**src/design/mie_pkg.sv**
```systemverilog
// ----------------------------------------------------------------------------
// mie_pkg
// Shared constants and types of the modular inverse block.
// ----------------------------------------------------------------------------
package mie_pkg;

   localparam int WORD_BITS_DEFAULT = 30;

   // reset value of the modulus register
   localparam logic [63:0] DEFAULT_MODULUS = 64'd998244353;

   // register byte addresses
   localparam logic [2:0] REG_MODULUS = 3'd0;

   // datapath operations
   typedef enum logic [2:0] {
      OP_NOP,
      OP_LOAD,    // take value and modulus, seed coefficients
      OP_STEP,    // set up the division of one Euclid step
      OP_ALIGN,   // double divisor and coefficient
      OP_SUB,     // conditional subtract, halve or close the step
      OP_ABS,     // split coefficient into sign and magnitude
      OP_RED,     // bring magnitude below the modulus
      OP_FIN      // form the inverse and the gcd
   } op_type;

   typedef struct packed {
      op_type op;
      logic   out_load;   // move the finished result into the output register
   } cmd_type;

   typedef struct packed {
      logic r1_zero;      // divisor of the next step is zero: gcd found
      logic can_double;   // doubled divisor still fits the remainder
      logic k_zero;       // shift count back at zero
   } status_type;

endpackage

```
**src/design/mie_datapath.sv**
```systemverilog
// ----------------------------------------------------------------------------
// mie_datapath
// Extended Euclid datapath: shift-subtract division with coefficient update.
// ----------------------------------------------------------------------------
module mie_datapath #(
   parameter int WORD_BITS = mie_pkg::WORD_BITS_DEFAULT
) (
   input  logic                   clock,
   input  logic                   reset,
   input  mie_pkg::cmd_type       cmd,
   input  logic [WORD_BITS-1:0]   value,
   input  logic [WORD_BITS-1:0]   modulus,
   output mie_pkg::status_type    status,
   output logic [WORD_BITS-1:0]   inverse,
   output logic [WORD_BITS-1:0]   common_divisor
);

   localparam int SW = WORD_BITS + 3;          // signed coefficient width
   localparam int DW = WORD_BITS + 1;          // shifted divisor width
   localparam int KW = $clog2(WORD_BITS + 1);  // shift count width

   logic [WORD_BITS-1:0]  r0_ff, r1_ff, rem_ff, m_ff, inv_ff, gcd_ff;
   logic signed [SW-1:0]  s0_ff, s1_ff, s_acc_ff, t_sh_ff;
   logic [DW-1:0]         d_sh_ff;
   logic [KW-1:0]         k_ff;
   logic                  neg_ff;
   logic [WORD_BITS:0]    mag_ff;

   logic                  fits;
   logic [WORD_BITS-1:0]  rem_n;
   logic signed [SW-1:0]  s_n;
   logic signed [SW-1:0]  s0_neg;
   logic [WORD_BITS:0]    mag_abs;
   logic [WORD_BITS:0]    mag_red;
   logic [WORD_BITS-1:0]  inv_in;

   assign fits   = d_sh_ff <= {1'b0, rem_ff};
   assign rem_n  = fits ? (rem_ff - d_sh_ff[WORD_BITS-1:0]) : rem_ff;
   assign s_n    = fits ? (s_acc_ff - t_sh_ff) : s_acc_ff;
   assign s0_neg = -s0_ff;
   assign mag_abs = s0_ff[SW-1] ? s0_neg[WORD_BITS:0] : s0_ff[WORD_BITS:0];
   assign mag_red = (mag_ff >= {1'b0, m_ff}) ? (mag_ff - {1'b0, m_ff}) : mag_ff;

   always_comb begin
      if (m_ff == '0) begin
         inv_in = '0;
      end else if (neg_ff && (mag_ff != '0)) begin
         inv_in = m_ff - mag_ff[WORD_BITS-1:0];
      end else begin
         inv_in = mag_ff[WORD_BITS-1:0];
      end
   end

   assign status.r1_zero    = (r1_ff == '0);
   assign status.can_double = {d_sh_ff, 1'b0} <= {2'b00, rem_ff};
   assign status.k_zero     = (k_ff == '0);

   always_ff @(posedge clock) begin
      if (reset) begin
         k_ff <= '0;
      end else begin
         unique case (cmd.op)
            mie_pkg::OP_NOP: begin
            end
            mie_pkg::OP_LOAD: begin
               r0_ff <= value;
               r1_ff <= modulus;
               m_ff  <= modulus;
               s0_ff <= SW'(1);
               s1_ff <= '0;
            end
            mie_pkg::OP_STEP: begin
               rem_ff   <= r0_ff;
               d_sh_ff  <= {1'b0, r1_ff};
               t_sh_ff  <= s1_ff;
               s_acc_ff <= s0_ff;
               k_ff     <= '0;
            end
            mie_pkg::OP_ALIGN: begin
               d_sh_ff <= {d_sh_ff[DW-2:0], 1'b0};
               t_sh_ff <= t_sh_ff <<< 1;
               k_ff    <= k_ff + KW'(1);
            end
            mie_pkg::OP_SUB: begin
               if (k_ff == '0) begin
                  r0_ff <= r1_ff;
                  r1_ff <= rem_n;
                  s0_ff <= s1_ff;
                  s1_ff <= s_n;
               end else begin
                  rem_ff   <= rem_n;
                  s_acc_ff <= s_n;
                  d_sh_ff  <= d_sh_ff >> 1;
                  t_sh_ff  <= t_sh_ff >>> 1;
                  k_ff     <= k_ff - KW'(1);
               end
            end
            mie_pkg::OP_ABS: begin
               neg_ff <= s0_ff[SW-1];
               mag_ff <= mag_abs;
            end
            mie_pkg::OP_RED: begin
               mag_ff <= mag_red;
            end
            mie_pkg::OP_FIN: begin
               inv_ff <= inv_in;
               gcd_ff <= r0_ff;
            end
            default: begin
            end
         endcase
      end
   end

   assign inverse        = inv_ff;
   assign common_divisor = gcd_ff;

   // shift count never passes the word width
   a_k_range: assert property (@(posedge clock) disable iff (reset)
      k_ff <= KW'(WORD_BITS))
      else $error("shift count out of range");

   // doubling only ever happens while the divisor still fits the remainder
   a_align_fits: assert property (@(posedge clock) disable iff (reset)
      cmd.op == mie_pkg::OP_ALIGN |=> d_sh_ff <= {1'b0, rem_ff})
      else $error("aligned divisor exceeds remainder");

   // closing a step leaves a remainder below the divisor
   a_step_shrinks: assert property (@(posedge clock) disable iff (reset)
      (cmd.op == mie_pkg::OP_SUB && k_ff == '0) |=> r1_ff < r0_ff)
      else $error("Euclid remainder did not shrink");

endmodule

```
**src/design/mie_ctrl.sv**
```systemverilog
// ----------------------------------------------------------------------------
// mie_ctrl
// Sequencer for the extended Euclid datapath.
// ----------------------------------------------------------------------------
module mie_ctrl (
   input  logic                clock,
   input  logic                reset,
   input  logic                req_fire,
   input  logic                out_free,
   input  mie_pkg::status_type status,
   output logic                idle,
   output mie_pkg::cmd_type    cmd
);

   typedef enum logic [2:0] {
      S_IDLE,
      S_STEP,
      S_ALIGN,
      S_SUB,
      S_RED,
      S_FIN,
      S_DONE
   } state_type;

   state_type state_ff, state_in;

   always_comb begin
      state_in     = state_ff;
      cmd.op       = mie_pkg::OP_NOP;
      cmd.out_load = 1'b0;
      unique case (state_ff)
         S_IDLE: begin
            if (req_fire) begin
               cmd.op   = mie_pkg::OP_LOAD;
               state_in = S_STEP;
            end
         end
         S_STEP: begin
            if (status.r1_zero) begin
               cmd.op   = mie_pkg::OP_ABS;
               state_in = S_RED;
            end else begin
               cmd.op   = mie_pkg::OP_STEP;
               state_in = S_ALIGN;
            end
         end
         S_ALIGN: begin
            if (status.can_double) begin
               cmd.op = mie_pkg::OP_ALIGN;
            end else begin
               // first subtract at the top alignment
               cmd.op   = mie_pkg::OP_SUB;
               state_in = status.k_zero ? S_STEP : S_SUB;
            end
         end
         S_SUB: begin
            cmd.op = mie_pkg::OP_SUB;
            if (status.k_zero) begin
               state_in = S_STEP;
            end
         end
         S_RED: begin
            cmd.op   = mie_pkg::OP_RED;
            state_in = S_FIN;
         end
         S_FIN: begin
            cmd.op   = mie_pkg::OP_FIN;
            state_in = S_DONE;
         end
         S_DONE: begin
            if (out_free) begin
               cmd.out_load = 1'b1;
               state_in     = S_IDLE;
            end
         end
         default: begin
            state_in = S_IDLE;
         end
      endcase
   end

   always_ff @(posedge clock) begin
      if (reset) begin
         state_ff <= S_IDLE;
      end else begin
         state_ff <= state_in;
      end
   end

   assign idle = (state_ff == S_IDLE);

endmodule

```
**src/design/modular_inverse_ext_euclid.sv**
```systemverilog
// ----------------------------------------------------------------------------
// modular_inverse_ext_euclid
// Modular inverse and gcd by the extended Euclidean algorithm.
// ----------------------------------------------------------------------------
// Usage:
//  - req channel: one request carries a value (req_tdata). Accepted when
//    req_tvalid and req_tready are high at a clock edge. req_tready is high
//    only while no request is being worked on.
//  - rsp channel: one result per request, inverse in the low field and
//    gcd(value, modulus) above it. A gcd of 1 means the inverse is valid.
//  - csr port: APB-style, one register (modulus) at byte address 0. Write it
//    only while the block is idle. Reset value 998244353.
//  - Sequence: load, then one shift-subtract division per Euclid step in the
//    datapath, whose length grows with that step's quotient, then sign
//    fix-up and reduction, then the hand-over to the output register. One
//    request is in flight at a time.
//  - The output register parts the channels: a new request is taken while
//    the last result still waits on rsp_tready. A stalled result holds; the
//    next one waits in the controller until the register frees up.
//  - Reset clears the controller and the output valid flag and restores the
//    modulus register to its default.
// ----------------------------------------------------------------------------
module modular_inverse_ext_euclid #(
   parameter int WORD_BITS = mie_pkg::WORD_BITS_DEFAULT
) (
   input  logic                                   clock,
   input  logic                                   reset,
   // request: [WORD_BITS-1:0] value, rest zero
   input  logic                                   req_tvalid,
   output logic                                   req_tready,
   input  logic [((WORD_BITS+7)/8)*8-1:0]         req_tdata,
   // response: [WORD_BITS-1:0] inverse, [2*WORD_BITS-1:WORD_BITS]
   // common_divisor, rest zero
   output logic                                   rsp_tvalid,
   input  logic                                   rsp_tready,
   output logic [((2*WORD_BITS+7)/8)*8-1:0]       rsp_tdata,
   // configuration; data is 64 bits once the modulus no longer fits 32
   input  logic                                   csr_psel,
   input  logic                                   csr_penable,
   input  logic                                   csr_pwrite,
   input  logic [2:0]                             csr_paddr,
   input  logic [(WORD_BITS > 32 ? 64 : 32)-1:0]  csr_pwdata,
   output logic [(WORD_BITS > 32 ? 64 : 32)-1:0]  csr_prdata,
   output logic                                   csr_pready
);

   localparam int RSP_BITS = ((2*WORD_BITS+7)/8)*8;

   logic [WORD_BITS-1:0] modulus_ff;
   logic                 rsp_valid_ff;
   logic [WORD_BITS-1:0] rsp_inv_ff, rsp_gcd_ff;

   logic                 idle;
   logic                 req_fire;
   logic                 out_free;
   mie_pkg::cmd_type     cmd;
   mie_pkg::status_type  status;
   logic [WORD_BITS-1:0] dp_inverse, dp_gcd;

   // ---- configuration register ----
   assign csr_pready = 1'b1;

   always_ff @(posedge clock) begin
      if (reset) begin
         modulus_ff <= mie_pkg::DEFAULT_MODULUS[WORD_BITS-1:0];
      end else if (csr_psel && csr_penable && csr_pwrite &&
                   csr_paddr == mie_pkg::REG_MODULUS) begin
         modulus_ff <= csr_pwdata[WORD_BITS-1:0];
      end
   end

   always_comb begin
      csr_prdata = '0;
      if (csr_paddr == mie_pkg::REG_MODULUS) begin
         csr_prdata[WORD_BITS-1:0] = modulus_ff;
      end
   end

   // ---- handshakes ----
   assign req_tready = idle;
   assign req_fire   = req_tvalid && idle;
   assign out_free   = !rsp_valid_ff || rsp_tready;

   mie_ctrl u_ctrl (
      .clock    (clock),
      .reset    (reset),
      .req_fire (req_fire),
      .out_free (out_free),
      .status   (status),
      .idle     (idle),
      .cmd      (cmd)
   );

   mie_datapath #(
      .WORD_BITS (WORD_BITS)
   ) u_datapath (
      .clock          (clock),
      .reset          (reset),
      .cmd            (cmd),
      .value          (req_tdata[WORD_BITS-1:0]),
      .modulus        (modulus_ff),
      .status         (status),
      .inverse        (dp_inverse),
      .common_divisor (dp_gcd)
   );

   // ---- output register ----
   always_ff @(posedge clock) begin
      if (reset) begin
         rsp_valid_ff <= 1'b0;
      end else if (cmd.out_load) begin
         rsp_valid_ff <= 1'b1;
      end else if (rsp_tready) begin
         rsp_valid_ff <= 1'b0;
      end
   end

   always_ff @(posedge clock) begin
      if (cmd.out_load) begin
         rsp_inv_ff <= dp_inverse;
         rsp_gcd_ff <= dp_gcd;
      end
   end

   assign rsp_tvalid = rsp_valid_ff;
   assign rsp_tdata  = RSP_BITS'({rsp_gcd_ff, rsp_inv_ff});

endmodule
```
**config.mk**
```make
export PLATFORM = sky130hd
export DESIGN_NAME = modular_inverse_ext_euclid
export DESIGN_NICKNAME = d
export VERILOG_FILES = /design/src/design/mie_pkg.sv /design/src/design/mie_datapath.sv /design/src/design/mie_ctrl.sv /design/src/design/modular_inverse_ext_euclid.sv
export SDC_FILE = /design/constraint.sdc
export NUM_CORES = 1
export LEC_CHECK = 0
export ABC_AREA = 1
export BUFFER_PORTS_ARGS = -buffer_cell sky130_fd_sc_hd__buf_2
export CELL_PAD_IN_SITES_DETAIL_PLACEMENT = 0
export CELL_PAD_IN_SITES_GLOBAL_PLACEMENT = 2
export CORE_UTILIZATION = 42
export DETAILED_ROUTE_END_ITERATION = 7
export PLACE_DENSITY = 0.95
export SKIP_LAST_GASP = 1
export SYNTH_ARGS = -nofsm -noshare
export SYNTH_HDL_FRONTEND = slang
export SYNTH_SLANG_ARGS = --single-unit
```
**constraint.sdc**
```tcl
create_clock -name clock -period 22.4 [get_ports clock]
set_clock_uncertainty 0.05 [all_clocks]
set_input_delay 4.48 -clock clock [delete_from_list [all_inputs] [get_ports clock]]
set_output_delay 4.48 -clock clock [all_outputs]
set_load 0.005 [all_outputs]
```
Word-level counts from Yosys, hierarchy flattened
Index checks and enable logic that the tools add are counted. W data, S select, Z words.

Register bits: 474. Output and inout bits: 99. Word-level logic and storage cells: 121. Input port bits: 74.

Equality and inequality tests: 20. Bitwise logic cells: 2. Muxes and demuxes: 40. Reductions and logical operators: 29. $add $sub $neg: 7. Order comparisons: 3.

Operators by type and width (count): $pmux W33 S2 (3); $mux W30 (6); $pmux W30 S2 (3); $mux W33 (4); $pmux W33 S3 (1); $mux W31 (3); $pmux W31 S3 (1); $pmux W31 S2 (1); $logic_not A30 Y1 (2); $sub A30 B30 Y30 (2); $sub A33 B33 Y33 (1); $le A32 B30 Y1 (1); $mux W32 (1); $ge A31 B30 Y1 (1); $le A31 B30 Y1 (1); $neg A31 Y31 (1); $reduce_bool A31 Y1 (1); $sub A31 B30 Y31 (1); $eq A3 B3 Y1 const B (7); $mux W3 (7); $pmux W3 S7 (1); $pmux W3 S6 (1); $pmux W5 S3 (1); $reduce_and A3 Y1 (5); 19 further kinds (45).

Logic depth before layout (Yosys ltp)
Depth after elaboration: 7. Gate-level depth with buffers: 24. Mapped depth without buffers: 22.

Cells and area by module
From an unflattened synthesis, not the netlist that was laid out.

Cells, all modules: 4024. Area total of the unflattened synthesis: 30859.6 um2.

By module, submodules not included: mie_datapath (instances 1, sequential area each 11360.9 um2, cells an instance 3651, area each 27206.1 um2); modular_inverse_ext_euclid (instances 1, sequential area each 2422.3 um2, cells an instance 326, area each 3392.0 um2); mie_ctrl (instances 1, sequential area each 60.1 um2, cells an instance 47, area each 261.5 um2).

Least setup slack after synthesis
No wires, ideal clock.

Path type: input -> register. From: input reset. To: register u_datapath.r0_ff[0], enable pin. Cell stages on the path: 2. Arrival: 9939 ps. Data required time: 21738 ps. Path slack: 11799 ps. Cell sequence: clkbuf_1 > nor2_1.

Cells in the longest elaborated chain, start to end: 2.

Ends and longest elaborated chain: start: declaration (RTL line modular_inverse_ext_euclid.sv:27) `input logic reset,`; $not A1 Y1 (no source line); $reduce_and A3 Y1 (no source line); end signal: assignment (RTL line mie_datapath.sv:66) `r0_ff <= value;`; end signal: assignment (RTL line mie_datapath.sv:86) `r0_ff <= r1_ff;`; end: declaration (RTL line mie_datapath.sv:22) `logic [WORD_BITS-1:0] r0_ff, r1_ff, rem_ff, m_ff, inv_ff, gcd_ff;`.

Every way passes these cells. A chain may end at the register's enable or synchronous reset.

Worst setup path after layout
From: input csr_paddr[1]. To: output csr_prdata[26] (netlist bit).

Cells in the longest elaborated chain, start to end: 2.

Ends and longest elaborated chain: start: declaration (RTL line modular_inverse_ext_euclid.sv:41) `input logic [2:0] csr_paddr,`; $logic_not A3 Y1 (RTL line modular_inverse_ext_euclid.sv:74) `if (csr_paddr == mie_pkg::REG_MODULUS) begin`; $mux W30 (RTL line modular_inverse_ext_euclid.sv:74); end: declaration (RTL line modular_inverse_ext_euclid.sv:43) `output logic [(WORD_BITS > 32 ? 64 : 32)-1:0] csr_prdata,`.

Every way passes these cells.

==> parameters.txt <==
Parameter                              Value

Placement
  Sum of net half-perimeters after detailed placement ... 66100 um
  Final GP Congestion ... 0.990
  PortBufs ... 161
  Cell count after placement ... 4234

Setup path
  CP cell instances ... buf_2, nor3_1, inv_1, nor2_1, buf_2
  Startpoint type of the worst setup path ... input pin
  Beginning of the critical path ... csr_paddr[1]
  WP data required ... between 15000 and 20000 ps
  Critical Path End Type ... output port
  Critical path class ... in2out
  Most prevalent standard cell on the critical path ... buf_2
  WP data arrival ... 5900 ps
  Maximum fanout encountered on the critical timing path ... 30
  Peak per-stage delay on the critical path ... approximately 520 ps
  Start of the worst register-to-register path ... u_ctrl.state_ff[1]$_SDFFE_PP0P_
  Cell type of the slowest stage on the worst timing path ... inv_1

Routing
  WL/cell ... 20.2 um
  Number of vias per cell ... ~5.3
  Antenna violation net count after detailed routing ... 0
  Pre-antenna DRT Iters ... 5
  Total number of vias ... between 20000 and 25000
  DRT iter0 DRCs ... 1892
  Total routed wirelength ... 87600 um
  Residual DRC ... 0

GRT
  Via count of the first global-routing pass ... 22139
  Global-route wire length before repair ... approximately 130000 um
  GRT Overall Usage ... approximately 25%
  Largest net degree at the start of global routing ... 118
  Leftover overflow at the end of global routing ... 0
  Initial antenna violation count ... 1

STA
  Setup violations, final ... 0
  Max Freq ... 95.9 MHz
  Final period demand of the worst path ... 10430 ps
  Tcrit/Tclk final ... 46.6%
  Unrepaired setup endpoints after global routing ... false
  Number of failing hold endpoints at the final stage ... 0
  Total negative slack ... 0 ps
  Worst-margin pin slew ... 1190 ps
  Final Slew Violations ... 0
  Relative max-transition margin ... 20.3%

Floorplanning
  Starting density of the core ... 42.6%
  I/O pin count ... 173
  Die span in y ... around 260 um
  Die ar. ... 69400 um^2
  Number of standard-cell rows in the floorplan ... 95
  Die Span X ... 263 um
  Area of the core region ... 67400 um^2

Final layout
  Layout area overhead ... 11.3%
  Nets ... 3678
  Final Non-Filler Cells ... 4333
  Share of final-layout standard cells stronger than drive strength 1 ... around 8.7%
  Commonest non-fill, non-tap cells in the layout ... nand2_1, inv_1, edfxtp_1, a21oi_1, nor2_1
  Most common cell after layout, fill and taps aside ... nand2_1

Clock tree
  Total number of H-tree levels ... 2
  Post-CTS sizing ... 0
  Clock-pin slew on the worst setup and hold paths ... approximately 70 ps
  # Post-CTS Setup Buffers ... 0
  CTS tree ... built
  Clock latency at the later pin of the worst-skew pair ... 640 ps
  Number of sinks driven by the clock tree ... 474
  Max Root-Sink Buffers ... 3
  Number of buffers created by CTS ... 52
  Library cell used as clock root buffer ... clkbuf_16
  Hold buffer count at cts ... 0

Synth
  Mapped cell area ... 28700 um^2
  Proportion of synthesized chip area in sequential cells ... 48.2%
  Ys async rst share ... 0%
  EDFF count, synth ... 435
  Syn Area/Cell ... approximately 8.7 um^2
  Top flip-flop cell by instance count after synthesis ... edfxtp_1
  Number of distinct library cells after synthesis ... 56
  Number of warning messages in the yosys log ... 0
  Number of flip-flops and latches in the synthesized netlist ... around 470
  Post-Synthesis Cells ... 3287

Status
  Status ... finished clean

Power
  Power density relative to cell area ... just under 90 nW/um^2
  Peak ir drop on the vdd network ... 70.9 uV
  Leakage power summed over all cells ... 0.0141 uW

Worst hold path
  HP Start ... u_datapath.inverse[20]$_SDFFCE_PN0P_
  Min-Delay Path Class ... reg2reg

Job
  Number of maximum-capacitance violations ... 0
-- Yosys cell counts (3+ instances only) --
| cell | n | area share (%) |
|---|---|---|
| clkbuf_1 | 42 | 0.55 |
| nand2_2 | 6 | 0.13 |
| nor2_2 | 5 | 0.11 |
| a21oi_1 | 250 | 4.4 |
| ha_1 | 184 | 8.0 |
| buf_2 | 28 | 0.49 |
| clkbuf_2 | 10 | 0.17 |
| buf_6 | 7 | 0.27 |
| fa_1 | 5 | 0.35 |
| o21bai_1 | 17 | 0.44 |
| o22ai_1 | 3 | 0.065 |
| edfxtp_1 | 435 | 45 |
| a21o_1 | 19 | 0.50 |
| mux2i_1 | 6 | 0.21 |
| inv_2 | 4 | 0.052 |
| inv_1 | 463 | 6.1 |
| xor2_1 | 84 | 2.6 |
| a21boi_0 | 5 | 0.13 |
| a31oi_1 | 15 | 0.33 |
| buf_4 | 20 | 0.52 |
| nand2_1 | 774 | 10 |
| nand3_1 | 118 | 2.1 |
| or2_2 | 7 | 0.15 |
| o21a_1 | 9 | 0.24 |
| nor4_1 | 22 | 0.48 |
| o211ai_1 | 30 | 0.78 |
| o21ai_0 | 194 | 3.4 |
| xnor2_1 | 35 | 1.1 |
| dfxtp_1 | 39 | 2.7 |
| nand3b_1 | 7 | 0.18 |
| a211oi_1 | 9 | 0.24 |
| buf_1 | 4 | 0.052 |
| nor2_1 | 247 | 3.2 |
| o21ai_2 | 3 | 0.092 |
| nand4_1 | 32 | 0.70 |
| nand3_2 | 4 | 0.14 |
| nor3_1 | 23 | 0.40 |
| o21ai_1 | 25 | 0.44 |
| or2_1 | 16 | 0.35 |
| o221ai_1 | 62 | 1.9 |
-- final timing paths --
path	to	slack (ps)	depth (start not counted)
max	csr_prdata[26]	11970	5
min	rsp_inv_ff[20]$_DFFE_PP_	350	0
max reg2reg	u_datapath.s1_ff[27]$_SDFFCE_PP0P_	16670	12
min reg2reg	rsp_inv_ff[20]$_DFFE_PP_	350	0
-- state kept, by name, summed over array words and instances (netlist names), 31 cells and up --
signal               cells
u_datapath.s0_ff        33
u_datapath.s1_ff        33
u_datapath.s_acc_ff     33
u_datapath.t_sh_ff      33
u_datapath.d_sh_ff      31
u_datapath.mag_ff       31
-- power breakdown --
group | switching [uW] | total, uW | internal, uW
clock | 376 | 852 | 475
combinational | 560 | 814 | 254
sequential | 69.0 | 1180 | 1110
total | 1000 | 2840 | 1840
-- stage by stage --
| step | area [um^2] | setup WS, ps | util, % | total power (uW) | hold slack (ps) |
|---|---|---|---|---|---|
| global route | 32000 | 11720 | 47.4 | 3000 | 356 |
| global placement | 30300 | 12010 | 44.9 | 1990 | 350 |
| CTS | 32000 | 11930 | 47.4 | 2860 | 349 |
| detailed placement | 30300 | 11930 | 44.9 | 2000 | 355 |
| finish | 32000 | 11970 | 47.4 | 2840 | 351 |
| floorplan | 28700 | 11800 | - | 1760 | 350 |
-- layer usage --
layer  track usage [%]  up-vias  wire (um)
met3              3.16      123       5590
met2              36.8      735      36900
met5                 0        -          0
met1              37.5    10878      42400
met4              8.00        0       2690
li1                  -    11363          -
-- logic make-up (layout without fill, tap and decap cells) --
group	after synthesis	count (layout)	synth area share, %
buf+inv	580	745	8.19
mux	6	6	0.209
fa+ha+maj	189	189	8.37
flops	474	474	48.2
other cells	2	10	0.0262
simple gates	1267	1267	18.2
xor+xnor	119	119	3.63
compound gates	650	650	13.2
-- final cells by class --
class / count / area [um^2]
Multi-Input combinational cell: 2239 / 12600
Timing Repair Buffer: 179 / 941
Tap cell: 873 / 1090
Antenna cell: 2 / 5.00
Sequential cell: 474 / 13800
Clock inverter: 36 / 330
Fill cell: 6650 / 35400
Inverter: 469 / 1770
Clock buffer: 61 / 1370
-- worst max-delay path, delay by kind of cell --
kind | cells | cell delay [ps]
and+or+nand+nor | 2 | 650
buffers and inverters | 3 | 760
No activity file was read; power rests on OpenSTA's default activity.
